==> src/rtl/pqc_pkg.sv <==
// Shared types, constants and a helper function for the PCM quantize and checksum block.
`default_nettype none
package pqc_pkg;

  // Bit-depth mode codes.
  localparam logic [1:0] MODE_16  = 2'd0;
  localparam logic [1:0] MODE_24  = 2'd1;
  localparam logic [1:0] MODE_32  = 2'd2;
  localparam logic [1:0] MODE_OFF = 2'd3;

  // Float scale factors as integer significands (32-bit mode scales by 2^31).
  localparam logic [23:0] SCALE_16 = 24'd32767;
  localparam logic [23:0] SCALE_24 = 24'd8388607;

  // Biased exponent at which the product's integer point sits at bit zero.
  localparam logic [7:0] EXP_POINT = 8'd150;

  // Saturation magnitudes per mode.
  localparam logic [32:0] POS_LIM_16 = 33'd32767;
  localparam logic [32:0] NEG_LIM_16 = 33'd32768;
  localparam logic [32:0] POS_LIM_24 = 33'd8388607;
  localparam logic [32:0] NEG_LIM_24 = 33'd8388608;
  localparam logic [32:0] POS_LIM_32 = 33'd2147483647;
  localparam logic [32:0] NEG_LIM_32 = 33'd2147483648;

  // Classified sample between the front end and the execution pipeline.
  typedef struct packed {
    logic        sign;
    logic [7:0]  expo;
    logic [23:0] mant;     // hidden bit included, zero when the sample is taken as zero
    logic [1:0]  mode;
    logic        restart;
  } item_t;

  // One byte fold of the running checksum.
  function automatic logic [31:0] fold_byte(input logic [31:0] sum, input logic [7:0] b);
    logic [31:0] s;
    s = {sum[23:0], 8'h00} ^ {24'h0, b};
    return s ^ {16'h0, s[31:16]};
  endfunction

endpackage
`default_nettype wire

==> src/rtl/pcm_quantize_checksum_top.sv <==
// Path: front-end register, queue, then the back-end stages to the checksum on the master side.
// Throughput: one item per cycle unless m_tready stalls; the checksum fold loops through one register.
// A four-entry queue lets the front end keep accepting while the output side stalls.
// Reset (rst, synchronous) empties all stages and the queue, clears the checksum
// and sets the depth mode to 16-bit.
`default_nettype none
module pcm_quantize_checksum_top
  import pqc_pkg::*;
(
  input  wire logic        clk,
  input  wire logic        rst,
  input  wire logic        cfg_wen,
  input  wire logic [1:0]  cfg_wdata,   // depth_mode
  input  wire logic        s_tvalid,
  output logic             s_tready,
  input  wire logic [31:0] s_tdata,     // [31:0] sample_bits
  input  wire logic        s_tuser,     // [0] restart
  output logic             m_tvalid,
  input  wire logic        m_tready,
  output logic [31:0]      m_tdata      // [31:0] checksum
);

  logic [1:0] depth_mode;
  logic       f_valid, f_ready, b_valid, b_ready;
  item_t      f_item, b_item;

  // Depth mode register.
  always_ff @(posedge clk) begin
    if (rst) begin
      depth_mode <= MODE_16;
    end else if (cfg_wen) begin
      depth_mode <= cfg_wdata;
    end
  end

  pqc_front u_front (
    .clk        (clk),
    .rst        (rst),
    .s_tvalid   (s_tvalid),
    .s_tready   (s_tready),
    .s_tdata    (s_tdata),
    .s_tuser    (s_tuser),
    .mode       (depth_mode),
    .item_valid (f_valid),
    .item_ready (f_ready),
    .item       (f_item)
  );

  pqc_queue u_queue (
    .clk       (clk),
    .rst       (rst),
    .in_valid  (f_valid),
    .in_ready  (f_ready),
    .in_item   (f_item),
    .out_valid (b_valid),
    .out_ready (b_ready),
    .out_item  (b_item)
  );

  pqc_back u_back (
    .clk        (clk),
    .rst        (rst),
    .item_valid (b_valid),
    .item_ready (b_ready),
    .item       (b_item),
    .m_tvalid   (m_tvalid),
    .m_tready   (m_tready),
    .m_tdata    (m_tdata)
  );

endmodule
`default_nettype wire

==> src/rtl/pqc_front.sv <==
// Front end: accepts samples, decodes the float fields and flushes NaN and subnormals.
`default_nettype none
module pqc_front
  import pqc_pkg::*;
(
  input  wire logic        clk,
  input  wire logic        rst,
  input  wire logic        s_tvalid,
  output logic             s_tready,
  input  wire logic [31:0] s_tdata,
  input  wire logic        s_tuser,
  input  wire logic [1:0]  mode,
  output logic             item_valid,
  input  wire logic        item_ready,
  output item_t            item
);

  logic  full;
  item_t held;

  assign s_tready   = !full || item_ready;
  assign item_valid = full;
  assign item       = held;

  // Valid flag of the classify register.
  always_ff @(posedge clk) begin
    if (rst) begin
      full <= 1'b0;
    end else if (s_tready) begin
      full <= s_tvalid;
    end
  end

  // Classify the sample: zero, subnormal and NaN all become a zero significand.
  always_ff @(posedge clk) begin
    if (s_tvalid && s_tready) begin
      held.sign    <= s_tdata[31];
      held.mode    <= mode;
      held.restart <= s_tuser;
      if (s_tdata[30:23] == 8'h00 || (s_tdata[30:23] == 8'hFF && s_tdata[22:0] != 23'd0)) begin
        held.expo <= 8'h00;
        held.mant <= 24'd0;
      end else begin
        held.expo <= s_tdata[30:23];
        held.mant <= {1'b1, s_tdata[22:0]};
      end
    end
  end

endmodule
`default_nettype wire

==> src/rtl/pqc_queue.sv <==
// Four-entry queue that decouples the front end from the execution pipeline.
`default_nettype none
module pqc_queue
  import pqc_pkg::*;
(
  input  wire logic  clk,
  input  wire logic  rst,
  input  wire logic  in_valid,
  output logic       in_ready,
  input  wire item_t in_item,
  output logic       out_valid,
  input  wire logic  out_ready,
  output item_t      out_item
);

  localparam int unsigned DEPTH = 4;
  localparam int unsigned AW    = $clog2(DEPTH);

  item_t         mem [DEPTH];
  logic [AW-1:0] wr_ptr;
  logic [AW-1:0] rd_ptr;
  logic [AW:0]   count;
  logic          push;
  logic          pop;

  assign in_ready  = count != (AW+1)'(DEPTH);
  assign out_valid = count != '0;
  assign push      = in_valid && in_ready;
  assign pop       = out_valid && out_ready;
  assign out_item  = mem[rd_ptr];

  // Pointers and fill count.
  always_ff @(posedge clk) begin
    if (rst) begin
      wr_ptr <= '0;
      rd_ptr <= '0;
      count  <= '0;
    end else begin
      if (push) wr_ptr <= wr_ptr + 1'b1;
      if (pop)  rd_ptr <= rd_ptr + 1'b1;
      if (push && !pop) begin
        count <= count + 1'b1;
      end else if (pop && !push) begin
        count <= count - 1'b1;
      end
    end
  end

  // Storage.
  always_ff @(posedge clk) begin
    if (push) mem[wr_ptr] <= in_item;
  end

endmodule
`default_nettype wire

==> src/rtl/pqc_back.sv <==
// Execution pipeline: scale, round, truncate and clamp, then fold bytes into the checksum.
`default_nettype none
module pqc_back
  import pqc_pkg::*;
(
  input  wire logic        clk,
  input  wire logic        rst,
  input  wire logic        item_valid,
  output logic             item_ready,
  input  wire item_t       item,
  output logic             m_tvalid,
  input  wire logic        m_tready,
  output logic [31:0]      m_tdata
);

  // Stage valids and advance enables.
  logic v1, v2, v3, v4;
  logic en1, en2, en3, en4;

  assign en4        = !v4 || m_tready;
  assign en3        = !v3 || en4;
  assign en2        = !v2 || en3;
  assign en1        = !v1 || en2;
  assign item_ready = en1;
  assign m_tvalid   = v4;

  logic [55:0] p1, p2;
  logic [7:0]  e1, e2;
  logic        sg1, sg2;
  logic [1:0]  md1, md2, md3;
  logic        rs1, rs2, rs3;
  logic [31:0] q3;
  logic [31:0] running_sum;
  logic [31:0] out_sum;

  always_ff @(posedge clk) begin
    if (rst) begin
      v1 <= 1'b0;
      v2 <= 1'b0;
      v3 <= 1'b0;
      v4 <= 1'b0;
    end else begin
      if (en1) v1 <= item_valid;
      if (en2) v2 <= v1;
      if (en3) v3 <= v2;
      if (en4) v4 <= v3;
    end
  end

  // Stage 1: exact product of the significand and the scale.
  logic [55:0] prod;
  always_comb begin
    unique case (item.mode)
      MODE_16: prod = 56'(item.mant) * 56'(SCALE_16);
      MODE_24: prod = 56'(item.mant) * 56'(SCALE_24);
      default: prod = {1'b0, item.mant, 31'd0};
    endcase
  end

  always_ff @(posedge clk) begin
    if (en1 && item_valid) begin
      p1  <= prod;
      e1  <= item.expo;
      sg1 <= item.sign;
      md1 <= item.mode;
      rs1 <= item.restart;
    end
  end

  // Stage 2: round the product to 24 significant bits, ties to even.
  logic [5:0]  rpos;
  logic [55:0] rmask;
  logic [55:0] rone;
  logic [55:0] rlow;
  logic [55:0] rhalf;
  logic        rup;
  logic [55:0] rounded;
  always_comb begin
    unique case (md1)
      MODE_16: rpos = p1[38] ? 6'd15 : 6'd14;
      MODE_24: rpos = p1[46] ? 6'd23 : 6'd22;
      default: rpos = 6'd0;
    endcase
    rone    = 56'd1 << rpos;
    rmask   = rone - 56'd1;
    rlow    = p1 & rmask;
    rhalf   = rone >> 1;
    rup     = (rpos != 6'd0) && (rlow > rhalf || (rlow == rhalf && (p1 & rone) != 56'd0));
    rounded = (p1 & ~rmask) + (rup ? rone : 56'd0);
  end

  always_ff @(posedge clk) begin
    if (en2 && v1) begin
      p2  <= rounded;
      e2  <= e1;
      sg2 <= sg1;
      md2 <= md1;
      rs2 <= rs1;
    end
  end

  // Stage 3: truncate toward zero by the exponent, then saturate to the mode's range.
  logic [7:0]  sh;
  logic        sat;
  logic [55:0] mag;
  logic [32:0] lim;
  logic [32:0] qmag;
  logic [32:0] qneg;
  always_comb begin
    sat = e2 >= EXP_POINT;
    sh  = EXP_POINT - e2;
    mag = (sh >= 8'd56) ? 56'd0 : (p2 >> sh);
    unique case (md2)
      MODE_16: lim = sg2 ? NEG_LIM_16 : POS_LIM_16;
      MODE_24: lim = sg2 ? NEG_LIM_24 : POS_LIM_24;
      default: lim = sg2 ? NEG_LIM_32 : POS_LIM_32;
    endcase
    qmag = (sat || mag > {23'd0, lim}) ? lim : mag[32:0];
    qneg = ~qmag + 33'd1;
  end

  always_ff @(posedge clk) begin
    if (en3 && v2) begin
      q3  <= sg2 ? qneg[31:0] : qmag[31:0];
      md3 <= md2;
      rs3 <= rs2;
    end
  end

  // Stage 4: fold the low bytes, least significant first, into the checksum.
  logic [2:0]  nbytes;
  logic [31:0] fsum;
  always_comb begin
    unique case (md3)
      MODE_16: nbytes = 3'd2;
      MODE_24: nbytes = 3'd3;
      MODE_32: nbytes = 3'd4;
      default: nbytes = 3'd0;
    endcase
    fsum = rs3 ? 32'd0 : running_sum;
    for (int i = 0; i < 4; i++) begin
      if (3'(i) < nbytes) fsum = fold_byte(fsum, q3[8*i +: 8]);
    end
  end

  always_ff @(posedge clk) begin
    if (rst) begin
      running_sum <= 32'd0;
    end else if (en4 && v3) begin
      running_sum <= fsum;
    end
  end

  always_ff @(posedge clk) begin
    if (en4 && v3) out_sum <= fsum;
  end

  assign m_tdata = out_sum;

endmodule
`default_nettype wire

==> config.mk <==
export PLATFORM = sky130hd
export DESIGN_NAME = pcm_quantize_checksum_top
export DESIGN_NICKNAME = d
export VERILOG_FILES = /design/src/rtl/pqc_pkg.sv /design/src/rtl/pcm_quantize_checksum_top.sv /design/src/rtl/pqc_front.sv /design/src/rtl/pqc_queue.sv /design/src/rtl/pqc_back.sv
export SDC_FILE = /design/constraint.sdc
export NUM_CORES = 2
export LEC_CHECK = 0
export BUFFER_PORTS_ARGS = -buffer_cell sky130_fd_sc_hd__buf_2
export CAP_MARGIN = 20
export CORE_ASPECT_RATIO = 0.5
export CORE_MARGIN = 4
export CORE_UTILIZATION = 55
export CTS_CLUSTER_DIAMETER = 50
export CTS_CLUSTER_SIZE = 24
export DETAILED_ROUTE_END_ITERATION = 8
export PLACE_DENSITY = 0.76
export SYNTH_ARGS = -nofsm -noshare
export SYNTH_HDL_FRONTEND = slang
export SYNTH_SLANG_ARGS = --single-unit
==> constraint.sdc <==
create_clock -name clk -period 11.05 [get_ports clk]
set_clock_uncertainty 0.1 [all_clocks]
set_input_delay 1.105 -clock clk [delete_from_list [all_inputs] [get_ports clk]]
set_output_delay 1.105 -clock clk [all_outputs]
set_load 0.02 [all_outputs]
==> results.md <==
* CTS max path bufs at 3
* CTS clk-pin slew, worst paths at around 0.090 ns
* Port Buffers at 73
* CP dominant cell by count: fa_1
* # diodes at 0
* Crit path time final at 9.43 ns
* First-pass GRT wire length at approximately 170 mm
* Share of cells above drive strength 1 at 9.12%
* Post-synthesis sequential area ratio at 31.6%
* CTS H-Tree Depth at 1
* Chip height at around 200 microns
* Post-CTS Hold Buffers at 0
* Slowest-stage cell, CP: fa_1
* CP Capture Type: flop
* TNS Setup at 0 ns
* Cts repair resizes at 0
* Initial antenna violation count at 4
* Dpl cell area at around 40,000 sq um
* EDFF count, synth at 382
* Final hold viol count at 0
* Slowest Stage Delay on Critical Path at 0.75 ns
* CP arrival at approximately 9.7 ns
* Worst-skew pair later-pin latency at 0.63 ns
* CORE AREA at 71,000 sq um
* GP Congestion at just over 1
* Setup crit start kind: flop
* I/O pin count at 74
* Status: finished, violations left
* Least-Margin Pin Slew at 3.33 ns
* CTS Buf Count at 27
* Register bit count reported by yosys at 430
* Delay-heaviest family, CP: adder cells
* Synth Instances at 3,720
* Ys Warns at 0
* Fmax achieved at 106 MHz
* TritonCTS Sinks at 430
* Async set-reset flop share out of synthesis at 0%
* Netlist cell types at 89
* WP buf/inv at 6
* Period Utilization, post-route at 85.4%
* Global Route Usage Sum at 28.2%
* Starting Density at about 55%
* Syn Area/Cell at 10.6 sq um
* Antenna Nets Post-Route at 0
* Remaining DRCs at 0
* CTS tree: built
* Req. time, crit path at 11.30 ns
* Max Slew Vio Count at 15
* Place WS at 1.22 ns
* Starting DRT DRC Count at 2,489
* Setup Buffers After CTS at 0
* Max-slew headroom at -128%
* Crit path max fanout at 19
* RSZ-0062 raised after global routing: false
* Failing checks: slew limit
* Top_reg_cell synth: edfxtp_1
* Overflow after GRT at 0
* DRT Pass-1 Iters at 5
* Detailed-route via count at 28.4k
* Max Cap Viol at 0
* DR WL/cell at 22.5 microns
* Final WS setup at 1.62 ns
* Hold Crit Class: flop to flop
* Design Area, Final at 41,800 sq um
* Largest net degree at the start of global routing at 74
* Vias per inst at 5.99
* Row cnt at between 60 and 70
* HPWL Detailed at 87.5 mm
* Synth-to-layout area growth at 6.19%
* Layout Cells excl Fill at 4,739
* Nets at 4,407
* Critical path class: flop to flop
* Post-Syn Area at 39,400 sq um
* Vias in the first global route at 28.0k
* Post-placement cell count at 4,685
* Clock root cell: clkbuf_16
* Die X at 386 microns
* Die Area at 76,200 sq um
* Final setup violation count at 0
* WL final at 107 mm
cells in the final DEF, fill, tap and decap left out, drive strengths merged, types with 8 or more instances in the layout:
| cell type | instances |
|---|---|
| nor2 | 255 |
| a21oi | 236 |
| a2111oi | 13 |
| edfxtp | 382 |
| inv | 512 |
| mux4 | 95 |
| a31oi | 41 |
| a21boi | 12 |
| a211oi | 40 |
| nor4 | 26 |
| conb | 52 |
| xor2 | 60 |
| nand4 | 33 |
| nor2b | 57 |
| o21bai | 13 |
| mux2 | 56 |
| o22ai | 12 |
| or3 | 18 |
| o21ai | 125 |
| a21o | 62 |
| nand2 | 208 |
| nand3 | 72 |
| ha | 272 |
| o211ai | 26 |
| a22oi | 8 |
| and2 | 78 |
| buf | 109 |
| dfxtp | 48 |
| mux2i | 112 |
| or2 | 9 |
| o31ai | 12 |
| and3 | 21 |
| clkbuf | 34 |
| nand2b | 29 |
| xnor2 | 111 |
| fa | 335 |
| o21a | 25 |
| nor3 | 49 |
routing by layer:
layer | global-route usage, % | vias to the layer above | part of all wire, %
li1 | - | 13100 | -
met1 | 40.1 | 14200 | 43
met2 | 45.8 | 927 | 47
met3 | 4.03 | 179 | 6.3
met4 | 7.50 | 4 | 3.2
met5 | 0 | - | 0.028
final timing paths:
check	startpoint	endpoint	slack [ns]	cells past startpoint
worst max-delay path	flop	u_back.p1[39]	1.62	26
worst min-delay path	u_back.e1[2]	u_back.e2[2]	0.33	0
worst max register to register	flop	u_back.p1[39]	1.62	26
worst min register to register	u_back.e1[2]	u_back.e2[2]	0.33	0
flip-flops by register name, summed over array words and instances, names as in the netlist, 2 cells and up, named ones only:
name / count
u_queue.rd_ptr: 2
u_back.e2: 8
u_back.q3: 32
u_front.item: 36
u_queue.count: 3
u_back.running_sum: 32
u_queue.wr_ptr: 2
u_back.md1: 2
u_queue.mem: 144
u_back.md3: 2
depth_mode: 2
u_back.p1: 55
u_back.md2: 2
u_back.p2: 56
u_back.m_tdata: 32
u_back.e1: 8
cell usage after synthesis, types with 7 or more instances:
library cell	number	area, sq um
and3_1	21	131
clkbuf_1	97	364
o21ai_1	8	40.0
o31ai_1	11	82.6
nor2_1	255	957
o221ai_1	7	61.3
nand2b_1	29	181
nor2b_1	57	357
a21o_1	62	465
o22ai_1	12	75.1
inv_1	500	1880
nor4_1	26	163
a211oi_1	40	300
a22o_1	7	61.3
a31oi_1	40	250
and2_1	77	482
nand3_1	71	355
a21boi_0	11	82.6
nand4_1	33	206
buf_2	23	115
o21ai_0	117	586
o211ai_1	26	195
o21a_1	25	188
a21oi_1	236	1180
buf_1	18	67.6
fa_1	335	6710
xor2_1	59	517
o21bai_1	13	97.6
edfxtp_1	382	11500
or2_2	7	43.8
nor3_1	46	230
a2111oi_0	13	114
dfxtp_1	48	961
nand2_1	208	781
mux2i_1	112	1120
o2bb2ai_1	7	61.3
mux4_2	95	2140
ha_1	272	3400
or3_1	18	113
a22oi_1	8	60.1
mux2_2	50	563
xnor2_1	111	972
stage by stage:
stage | utilization [%] | hold slack (ns)
after floorplan | - | 0.300
after global placement | 57.5 | 0.303
after detailed placement | 57.5 | 0.309
after CTS | 58.8 | 0.332
after global routing | 58.9 | 0.344
final | 58.9 | 0.331
logic make-up after synthesis:
family                   count (synthesis)  synth area share [%]
AND/OR/NAND/NOR                        882                  10.9
AO/OA/AOI/OAI                          714                  11.6
multiplexers                           263                  9.91
flip-flops                             430                  31.6
adder cells (fa/ha/maj)                607                  25.7
other                                    2                0.0191
XOR/XNOR                               171                  3.82
buffers and inverters                  651                  6.43
cell type report:
type / instances / area (sq um)
fillers: 5949 / 29200
multi-input cells: 2689 / 24700
clock inverters: 16 / 189
flip-flops and latches: 430 / 12400
clock buffers: 34 / 712
inverters: 502 / 1880
well taps: 958 / 1200
repair buffers: 110 / 681
worst reg2reg max path: cells and delay by family, from the launching register on:
| family | cells | cell delay (ns) |
|---|---|---|
| flip-flops | 1 | 0.46 |
| AO/OA/AOI/OAI | 6 | 1.66 |
| adder cells (fa/ha/maj) | 8 | 4.51 |
| buffers and inverters | 6 | 0.98 |
| multiplexers | 1 | 0.70 |
| XOR/XNOR | 1 | 0.16 |
| AND/OR/NAND/NOR | 4 | 0.60 |
Power is left out: the tool's default activity adds up to more than one toggle a clock period on the data nets, which glitch-free logic cannot reach.
